## config.mk

```make
export PLATFORM = sky130hd
export DESIGN_NAME = tcc_check
export DESIGN_NICKNAME = d
export VERILOG_FILES = /design/src/sv/tcc_pkg.sv /design/src/sv/tcc_check.sv
export SDC_FILE = /design/constraint.sdc
export NUM_CORES = 1
export LEC_CHECK = 0
export BUFFER_PORTS_ARGS = -buffer_cell sky130_fd_sc_hd__buf_2
export CAP_MARGIN = 0
export CORE_ASPECT_RATIO = 0.75
export CORE_MARGIN = 5
export CORE_UTILIZATION = 57
export CTS_CLUSTER_SIZE = 12
export DETAILED_ROUTE_END_ITERATION = 6
export PLACE_DENSITY = 0.91
export SYNTH_ARGS = -nofsm -noshare
export SYNTH_HDL_FRONTEND = slang
export SYNTH_SLANG_ARGS = --single-unit
export TNS_END_PERCENT = 30
```

## constraint.sdc

```tcl
create_clock -name clk -period 20.2 [get_ports clk]
set_input_delay 4.04 -clock clk [delete_from_list [all_inputs] [get_ports clk]]
set_output_delay 4.04 -clock clk [all_outputs]
set_load 0.01 [all_outputs]
```

## src/sv/tcc_pkg.sv

```systemverilog
// ----------------------------------------------------------------------------
// tcc_pkg: shared types and constants
// Beat formats, configuration register map and limits for the timestamp
// continuity checker.
// ----------------------------------------------------------------------------
package tcc_pkg;

  localparam int unsigned CYCLES_PER_SECOND = 16;
  localparam logic [15:0] LAST_SUBCYCLE     = 16'(CYCLES_PER_SECOND - 1);

  localparam int unsigned CFG_IDX_W = 2;

  localparam logic [CFG_IDX_W-1:0] REG_RING_SLOTS   = 2'd0;
  localparam logic [CFG_IDX_W-1:0] REG_MIN_INTERVAL = 2'd1;
  localparam logic [CFG_IDX_W-1:0] REG_MAX_INTERVAL = 2'd2;

  localparam logic [15:0] RING_SLOTS_RST   = 16'd16;
  localparam logic [15:0] MIN_INTERVAL_RST = 16'd52;
  localparam logic [15:0] MAX_INTERVAL_RST = 16'd72;

  localparam logic [15:0] CNT_MAX = 16'hFFFF;

  typedef struct packed {
    logic [15:0] ring_slot;
    logic [31:0] gps_seconds;
    logic [15:0] gps_subcycle;
    logic [15:0] interval_ms;
    logic [7:0]  model_count;
  } in_t;

  typedef struct packed {
    logic        slot_jump;
    logic        slot_cycle_mismatch;
    logic        gps_jump;
    logic        bad_interval;
    logic        count_changed;
    logic        any_error;
    logic [15:0] slot_jump_total;
    logic [15:0] mismatch_total;
    logic [15:0] gps_jump_total;
  } out_t;

  typedef struct packed {
    logic [15:0] ring_slots;
    logic [15:0] min_interval_ms;
    logic [15:0] max_interval_ms;
  } cfg_t;

endpackage

```

## src/sv/tcc_check.sv

```systemverilog
// ----------------------------------------------------------------------------
// tcc_check: continuity checks and result register
// Compares a sample against the stored one, updates counters, registers result.
// ----------------------------------------------------------------------------
module tcc_check (
  input  logic           clk,
  input  logic           rst_n,
  input  tcc_pkg::cfg_t  cfg,
  input  logic           s1_valid,
  input  tcc_pkg::in_t   s1_data,
  output logic           s1_take,
  output logic           out_valid,
  input  logic           out_stall,
  output tcc_pkg::out_t  out_data
);

  logic          primed_r;
  logic [15:0]   last_slot_r;
  logic [31:0]   last_seconds_r;
  logic [15:0]   last_subcycle_r;
  logic [7:0]    last_models_r;
  logic [15:0]   jump_cnt_r;
  logic [15:0]   mis_cnt_r;
  logic [15:0]   tjump_cnt_r;
  logic [15:0]   jump_cnt_nxt;
  logic [15:0]   mis_cnt_nxt;
  logic [15:0]   tjump_cnt_nxt;
  logic          out_valid_r;
  logic          out_valid_nxt;
  tcc_pkg::out_t out_data_r;
  tcc_pkg::out_t res;

  logic [16:0]   expect_sum;
  logic [15:0]   expect_slot;
  logic [16:0]   sub_step;
  logic          same_sec_step;
  logic          next_sec_step;
  logic          f_jump;
  logic          f_mis;
  logic          f_time;
  logic          f_ivl;
  logic          f_cnt;

  assign s1_take = s1_valid && (!out_valid_r || !out_stall);

  assign expect_sum  = {1'b0, last_slot_r} + 17'd1;
  assign expect_slot = (expect_sum >= {1'b0, cfg.ring_slots}) ? 16'd0 : expect_sum[15:0];
  assign sub_step    = {1'b0, last_subcycle_r} + 17'd1;

  assign same_sec_step = (s1_data.gps_seconds == last_seconds_r) &&
                         ({1'b0, s1_data.gps_subcycle} == sub_step);
  assign next_sec_step = (s1_data.gps_seconds == last_seconds_r + 32'd1) &&
                         (s1_data.gps_subcycle == 16'd0) &&
                         (last_subcycle_r == tcc_pkg::LAST_SUBCYCLE);

  assign f_mis  = s1_data.ring_slot != s1_data.gps_subcycle;
  assign f_jump = primed_r && (s1_data.ring_slot != expect_slot);
  assign f_time = primed_r && !(same_sec_step || next_sec_step);
  assign f_ivl  = primed_r && ((s1_data.interval_ms < cfg.min_interval_ms) ||
                               (s1_data.interval_ms > cfg.max_interval_ms));
  assign f_cnt  = primed_r && (s1_data.model_count != last_models_r);

  // saturating counters
  assign jump_cnt_nxt  = (f_jump && jump_cnt_r != tcc_pkg::CNT_MAX) ? jump_cnt_r + 16'd1
                                                                   : jump_cnt_r;
  assign mis_cnt_nxt   = (f_mis && mis_cnt_r != tcc_pkg::CNT_MAX) ? mis_cnt_r + 16'd1
                                                                 : mis_cnt_r;
  assign tjump_cnt_nxt = (f_time && tjump_cnt_r != tcc_pkg::CNT_MAX) ? tjump_cnt_r + 16'd1
                                                                    : tjump_cnt_r;

  always_comb begin
    res.slot_jump           = f_jump;
    res.slot_cycle_mismatch = f_mis;
    res.gps_jump            = f_time;
    res.bad_interval        = f_ivl;
    res.count_changed       = f_cnt;
    res.any_error           = f_jump | f_mis | f_time;
    res.slot_jump_total     = jump_cnt_nxt;
    res.mismatch_total      = mis_cnt_nxt;
    res.gps_jump_total      = tjump_cnt_nxt;
  end

  assign out_valid_nxt = s1_take ? 1'b1 : ((out_valid_r && !out_stall) ? 1'b0 : out_valid_r);

  always_ff @(posedge clk) begin
    if (!rst_n) begin
      primed_r    <= 1'b0;
      jump_cnt_r  <= 16'd0;
      mis_cnt_r   <= 16'd0;
      tjump_cnt_r <= 16'd0;
      out_valid_r <= 1'b0;
    end else begin
      out_valid_r <= out_valid_nxt;
      if (s1_take) begin
        primed_r    <= 1'b1;
        jump_cnt_r  <= jump_cnt_nxt;
        mis_cnt_r   <= mis_cnt_nxt;
        tjump_cnt_r <= tjump_cnt_nxt;
      end
    end
  end

  always_ff @(posedge clk) begin
    if (s1_take) begin
      last_slot_r     <= s1_data.ring_slot;
      last_seconds_r  <= s1_data.gps_seconds;
      last_subcycle_r <= s1_data.gps_subcycle;
      last_models_r   <= s1_data.model_count;
      out_data_r      <= res;
    end
  end

  assign out_valid = out_valid_r;
  assign out_data  = out_data_r;

  a_any_error: assert property (@(posedge clk) disable iff (!rst_n)
    out_valid_r |-> (out_data_r.any_error == (out_data_r.slot_jump |
                     out_data_r.slot_cycle_mismatch | out_data_r.gps_jump)))
    else $error("any_error disagrees with flags");

  a_prime_quiet: assert property (@(posedge clk) disable iff (!rst_n)
    (s1_take && !primed_r) |=> (!out_data_r.slot_jump && !out_data_r.gps_jump &&
                                !out_data_r.bad_interval && !out_data_r.count_changed))
    else $error("priming sample raised a continuity flag");

  a_cnt_step: assert property (@(posedge clk) disable iff (!rst_n)
    $past(rst_n) |-> ((jump_cnt_r == $past(jump_cnt_r)) ||
                      (jump_cnt_r == $past(jump_cnt_r) + 16'd1)))
    else $error("slot jump counter moved by more than one");

  a_cnt_hold: assert property (@(posedge clk) disable iff (!rst_n)
    !s1_take |=> ($stable(mis_cnt_r) && $stable(tjump_cnt_r)))
    else $error("counter changed without a sample");

  a_total_match: assert property (@(posedge clk) disable iff (!rst_n)
    s1_take |=> (out_data_r.gps_jump_total == tjump_cnt_r))
    else $error("reported total differs from counter");

endmodule

```

* After elaboration in Yosys (flattened, before gate mapping)
Index checks and enable logic that the tools add are counted.
** Word-level totals
- Input port bits :: 140
- Memories :: 0
- Bits in registers :: 176
- Word-level logic and storage cells :: 65
- Memory bits (writable) :: 0
- Bits in latches :: 0
- Memory bits (read-only) :: 0
- Output and inout bits :: 56
** Cells by class
- Multipliers :: 0
- Add/sub/neg operators :: 6
- Mux-type cells :: 6
- Bitwise gates (word level) :: 2
- Magnitude comparators :: 3
- Shift-type cells :: 0
- Divide/modulo/power cells :: 0
- Eq/ne operators :: 10
- Reduce and logical (&&, ||, !) cells :: 20
** Operators by type and width (number)
- equality test 32 bit :: 2
- two-way mux 16 bit :: 4
- adder 16 x 1 -> 16 bit, second input constant :: 3
- inequality test 16 bit, second input constant :: 3
- adder 16 x 1 -> 17 bit, second input constant :: 2
- adder 32 x 1 -> 32 bit, second input constant :: 1
- inequality test 16 bit :: 2
- equality test 16 x 17 -> 1 bit :: 1
- >= comparator 17 x 16 -> 1 bit :: 1
- equality test 16 x 4 -> 1 bit, second input constant :: 1
- greater-than comparator 16 bit :: 1
- logical NOT 16 bit :: 1
- < comparator 16 bit :: 1
- logical AND 1 bit :: 12
- inequality test 8 bit :: 1
- logical NOT 1 bit :: 3
- logical OR 1 bit :: 3
- two-way mux 1 bit :: 2
- bitwise OR 1 bit :: 2
- nonzero test 2 bit :: 1

* Depth between registers and ports, before layout
- Depth after elaboration :: 9
- Gate-level depth with buffers :: 17
- Gate-level depth less buffers :: 14

* Worst setup path before layout
Ideal clock, no wire load.
- Path kind :: input port to output port
- Start :: in out_stall
- End :: out s1_take
- Stages :: 4
- Required time :: 16.160 ns
- Slack :: 8.224 ns
- Data arrival time :: 7.936 ns
- Path buffers :: 1
- Cells stage by stage :: nand2_1 > nand2_1 > inv_1 > clkbuf_1
** Between the ends
- Longest elaborated chain between the ends :: 3
** RTL lines
- from (decl) :: line tcc_check.sv:13 : input logic out_stall,
- logical NOT 1 bit :: line tcc_check.sv:44 : assign s1_take = s1_valid && (!out_valid_r || !out_stall);
- logical OR 1 bit :: line tcc_check.sv:44
- logical AND 1 bit :: line tcc_check.sv:44
- to (decl) :: line tcc_check.sv:11 : output logic s1_take,
Every way passes these cells.

* Final worst setup path
Ends and elaborated chain as after synthesis.

==> results.txt <==
The tools report the instance count after placement with tap cells included as 1556. The worst hold path terminates at jump_cnt_r[9]. The run gives 0 as the initial antenna violation count.

For this block, the initial DRC count from the detailed router was 982. The first detailed-routing pass took 5 iterations. Library cell occupying the most area in the post-synthesis netlist: edfxtp_1. The run gives 28.4 mm as the final wirelength.

Yosys attributes the largest share of cell area to edfxtp_1 (34%), xor2_1 (9.2%), dfxtp_1 (8.9%), ha_1 (5.9%), xnor2_1 (3.7%). Of the synthesized area, sequential elements account for 42.7%. Reg-to-reg critical path endpoint: out_data[42]. The tools report the final count of hold timing violations as 0.

At the end of the flow, the number of nets in the layout was 1515. Setup violation total in the final timing report: 0. The class of the tightest hold or removal check is flip-flop to flip-flop.

The detailed-route vias per instance works out to 6.12. The count of cells in the finished layout, fillers not included, comes to 1588. The startpoint type of the worst setup path is a primary input. Data on the critical path is required at its endpoint by 16160 ps. The detailed placement HPWL was 20.8 mm. The post-synthesis async set-or-reset flop share came out at 0%. The layer with the highest usage after global routing was met2. Across the VDD grid, the largest voltage drop is 0.0000547 V. Final sum of negative setup slack: 0 ps.

Counting the buffers created by CTS gives 17. Counting instances, the worst hold path has a depth of 2. Gates resized during post-CTS repair numbered 0.

During I/O placement, the number of pins put on the boundary was 196. The standard cell with the maximum stage delay on the critical path is inv_6. The tools report the number of max-cap violations as 0. Start point of the worst hold path: jump_cnt_r[9]. Power comes to 0.868 mW. The region available for standard cell placement spans 0.0193 mm^2. The run gives 45.3 mm as the first-pass GRT wire length. The floorplan has 44 rows. The area growth from synthesis to layout is 15.6%. The instance count of the mapped netlist was 1145; the pin count of the biggest net entering global routing was 78.

The met2 routing resource usage after global routing is 39.9%, and the count of flip-flops with a built-in enable after synthesis is 126. The largest single stage delay on the critical path is 550 ps. The total via count after detailed routing came out at 9721. The initial utilization of the core area, before any placement, comes to 58.0%. At the end of routability-driven placement, the weighted congestion stood at 0.924. The later-pin clock latency in the skew report was 440 ps; the final routed DRC violation total was 0. The number of setup buffers added after CTS is 0.

The fraction of post-synthesis cell area in the top cell type by area was 33.7%; the reg2reg setup slack was 15280 ps. The worst setup path is captured at an output pin. The static leakage was 5.27 nW. The die width works out to 172 um. The number of global-route vias before repair was 9308; the final clock period utilization by the worst path was 46.5%.

The final core utilization was 67.1%. Measured along the y axis, the die boundary spans 131 um. The depth of the most critical reg-to-reg path was 15. After synthesis, the most frequently instantiated cells are edfxtp_1 (126), xor2_1 (118), nand2_1 (88). The H-tree generated during clock tree synthesis spans 4 levels. The synthesized area per cell was 9.79 um^2. The area of the die was 0.0226 mm^2; the power density over the cells was 67.0 mW/mm^2. For the final-layout fill cell count, the log shows 1524. The run gives 5.11% as the met3 track utilization from global routing. The total routing usage reported by global routing was 24.4%. The cell at the root of the clock tree is clkbuf_16. Of the cells placed in the final design, the portion with a size suffix greater than 1 is 18.7%. The run gives 0 as the number of pins exceeding their max-slew limit in the final report. The clock-pin slew on the worst setup and hold paths was 70 ps. Along the worst path, the maximum fanout reaches 62.

The longest clock path from root to sink contains 2 buffers. In this run the tightest slew margin relative to its limit is 35.1%. Global routing finished with a remaining overflow of 0. The diode insertion count for antenna repair is 0. The critical path goes through buf_2, nand2_1, nand2_1, inv_6, buf_2. In the synthesized netlist the dominant register cell turns out to be edfxtp_1.

The fmax came out at 107 MHz. The smallest clock period supported by the final layout is computed as 9380 ps. Among all cell types in the netlist, the one instantiated most often is edfxtp_1. Global routing consumed, on the met1 layer, 32.5% of the routing resources. The worst slack at placement was 10810 ps. Arrival time of the worst setup path: 5340 ps. The flow ran to the end, and the final reports show no timing, DRC or antenna violations. Input and output buffers added on the ports amount to 195. The netlist area before placement was 0.0112 mm^2; the detailed-route wire length per cell was 17.9 um.

The synthesis warning total is 0. Setup repair after global routing left no endpoint under its margin. The actual slew at the worst max-slew pin came out at 974 ps.

The logs give 0 for the remaining antenna violation count and 176 for the number of sinks driven by the clock tree. TritonCTS built the clock tree. For the slack of the critical path, the log shows 10820 ps. After synthesis, the netlist uses 68 different library cells.

The number of hold buffers added after CTS was 0. The reg-to-reg startpoint was last_slot_r[0]. For the final database, setup skew stands at 12.0 ps. The run gives 1338 as the net count after synthesis. The setup path with the least slack is of type primary input to output pin. Number of synthesized register bits: 176.
==> critical path, delay by kind of cell <==
| family | cells | cell delay [ps] |
|---|---|---|
| buffers and inverters | 3 | 890 |
| AND/OR/NAND/NOR | 2 | 410 |
==> stage by stage <==
| stage | hold WS [ps] | area [um^2] |
|---|---|---|
| 4_1_cts | 485 | 13000 |
| 2_1_floorplan | 448 | 11200 |
| 5_1_grt | 513 | 13000 |
| 3_3_place_gp | 458 | 12400 |
| 3_5_place_dp | 475 | 12400 |
| 6_report | 485 | 13000 |
==> final cells by class <==
type / instances / area (um^2) / area share, %
multi-input combinational: 869 / 6040 / 46.6
tap: 253 / 317 / 2.44
inverter: 59 / 226 / 1.75
clock buffer: 17 / 425 / 3.28
timing repair buffer: 199 / 1010 / 7.76
clock inverter: 15 / 169 / 1.30
sequential: 176 / 4780 / 36.9
==> state kept, by name, summed over array words and instances (netlist names) <==
register	cells
tjump_cnt_r	16
mis_cnt_r	16
last_seconds_r	32
out_valid	1
primed_r	1
last_subcycle_r	16
last_slot_r	16
last_models_r	8
jump_cnt_r	16
out_data	54
==> power by group <==
group / internal, mW / switching, mW
clock network: 0.166 / 0.160
logic: 0.0501 / 0.0713
registers: 0.405 / 0.0149
total: 0.621 / 0.247
==> layer usage <==
layer	vias up	wire (um)	share of wire, %
li1	4599	-	-
met1	4593	11800	42
met2	464	13500	48
met3	65	2350	8.3
met4	0	632	2.2
met5	-	0	0
==> cells by family after synthesis <==
logic type	count (synthesis)	share of synthesized area (%)
xor+xnor	168	13.4
compound gates	172	10.5
simple gates	456	22.2
mux	20	1.84
buf+inv	100	3.50
flops	176	42.7
fa+ha+maj	53	5.91
==> cells in the final DEF (no fill, tap or decap), types with 44 or more instances in the layout <==
| cell | Yosys | final |
|---|---|---|
| xor2_1 | 118 | 118 |
| nor2_1 | 61 | 61 |
| ha_1 | 53 | 53 |
| dfxtp_1 | 50 | 50 |
| edfxtp_1 | 126 | 126 |
| nand2_1 | 88 | 88 |
| a21oi_1 | 44 | 44 |
| nand3_1 | 52 | 52 |
| buf_2 | 8 | 195 |
| inv_1 | 58 | 57 |
| xnor2_1 | 48 | 48 |
==> worst max path at each step <==
stage,from,to
5_1_grt,out_stall,s1_take
2_1_floorplan,out_stall,s1_take
3_5_place_dp,out_stall,s1_take
6_report,out_stall,s1_take
3_3_place_gp,out_stall,s1_take
4_1_cts,out_stall,s1_take
Note: power is estimated with default switching activity, not from simulation.
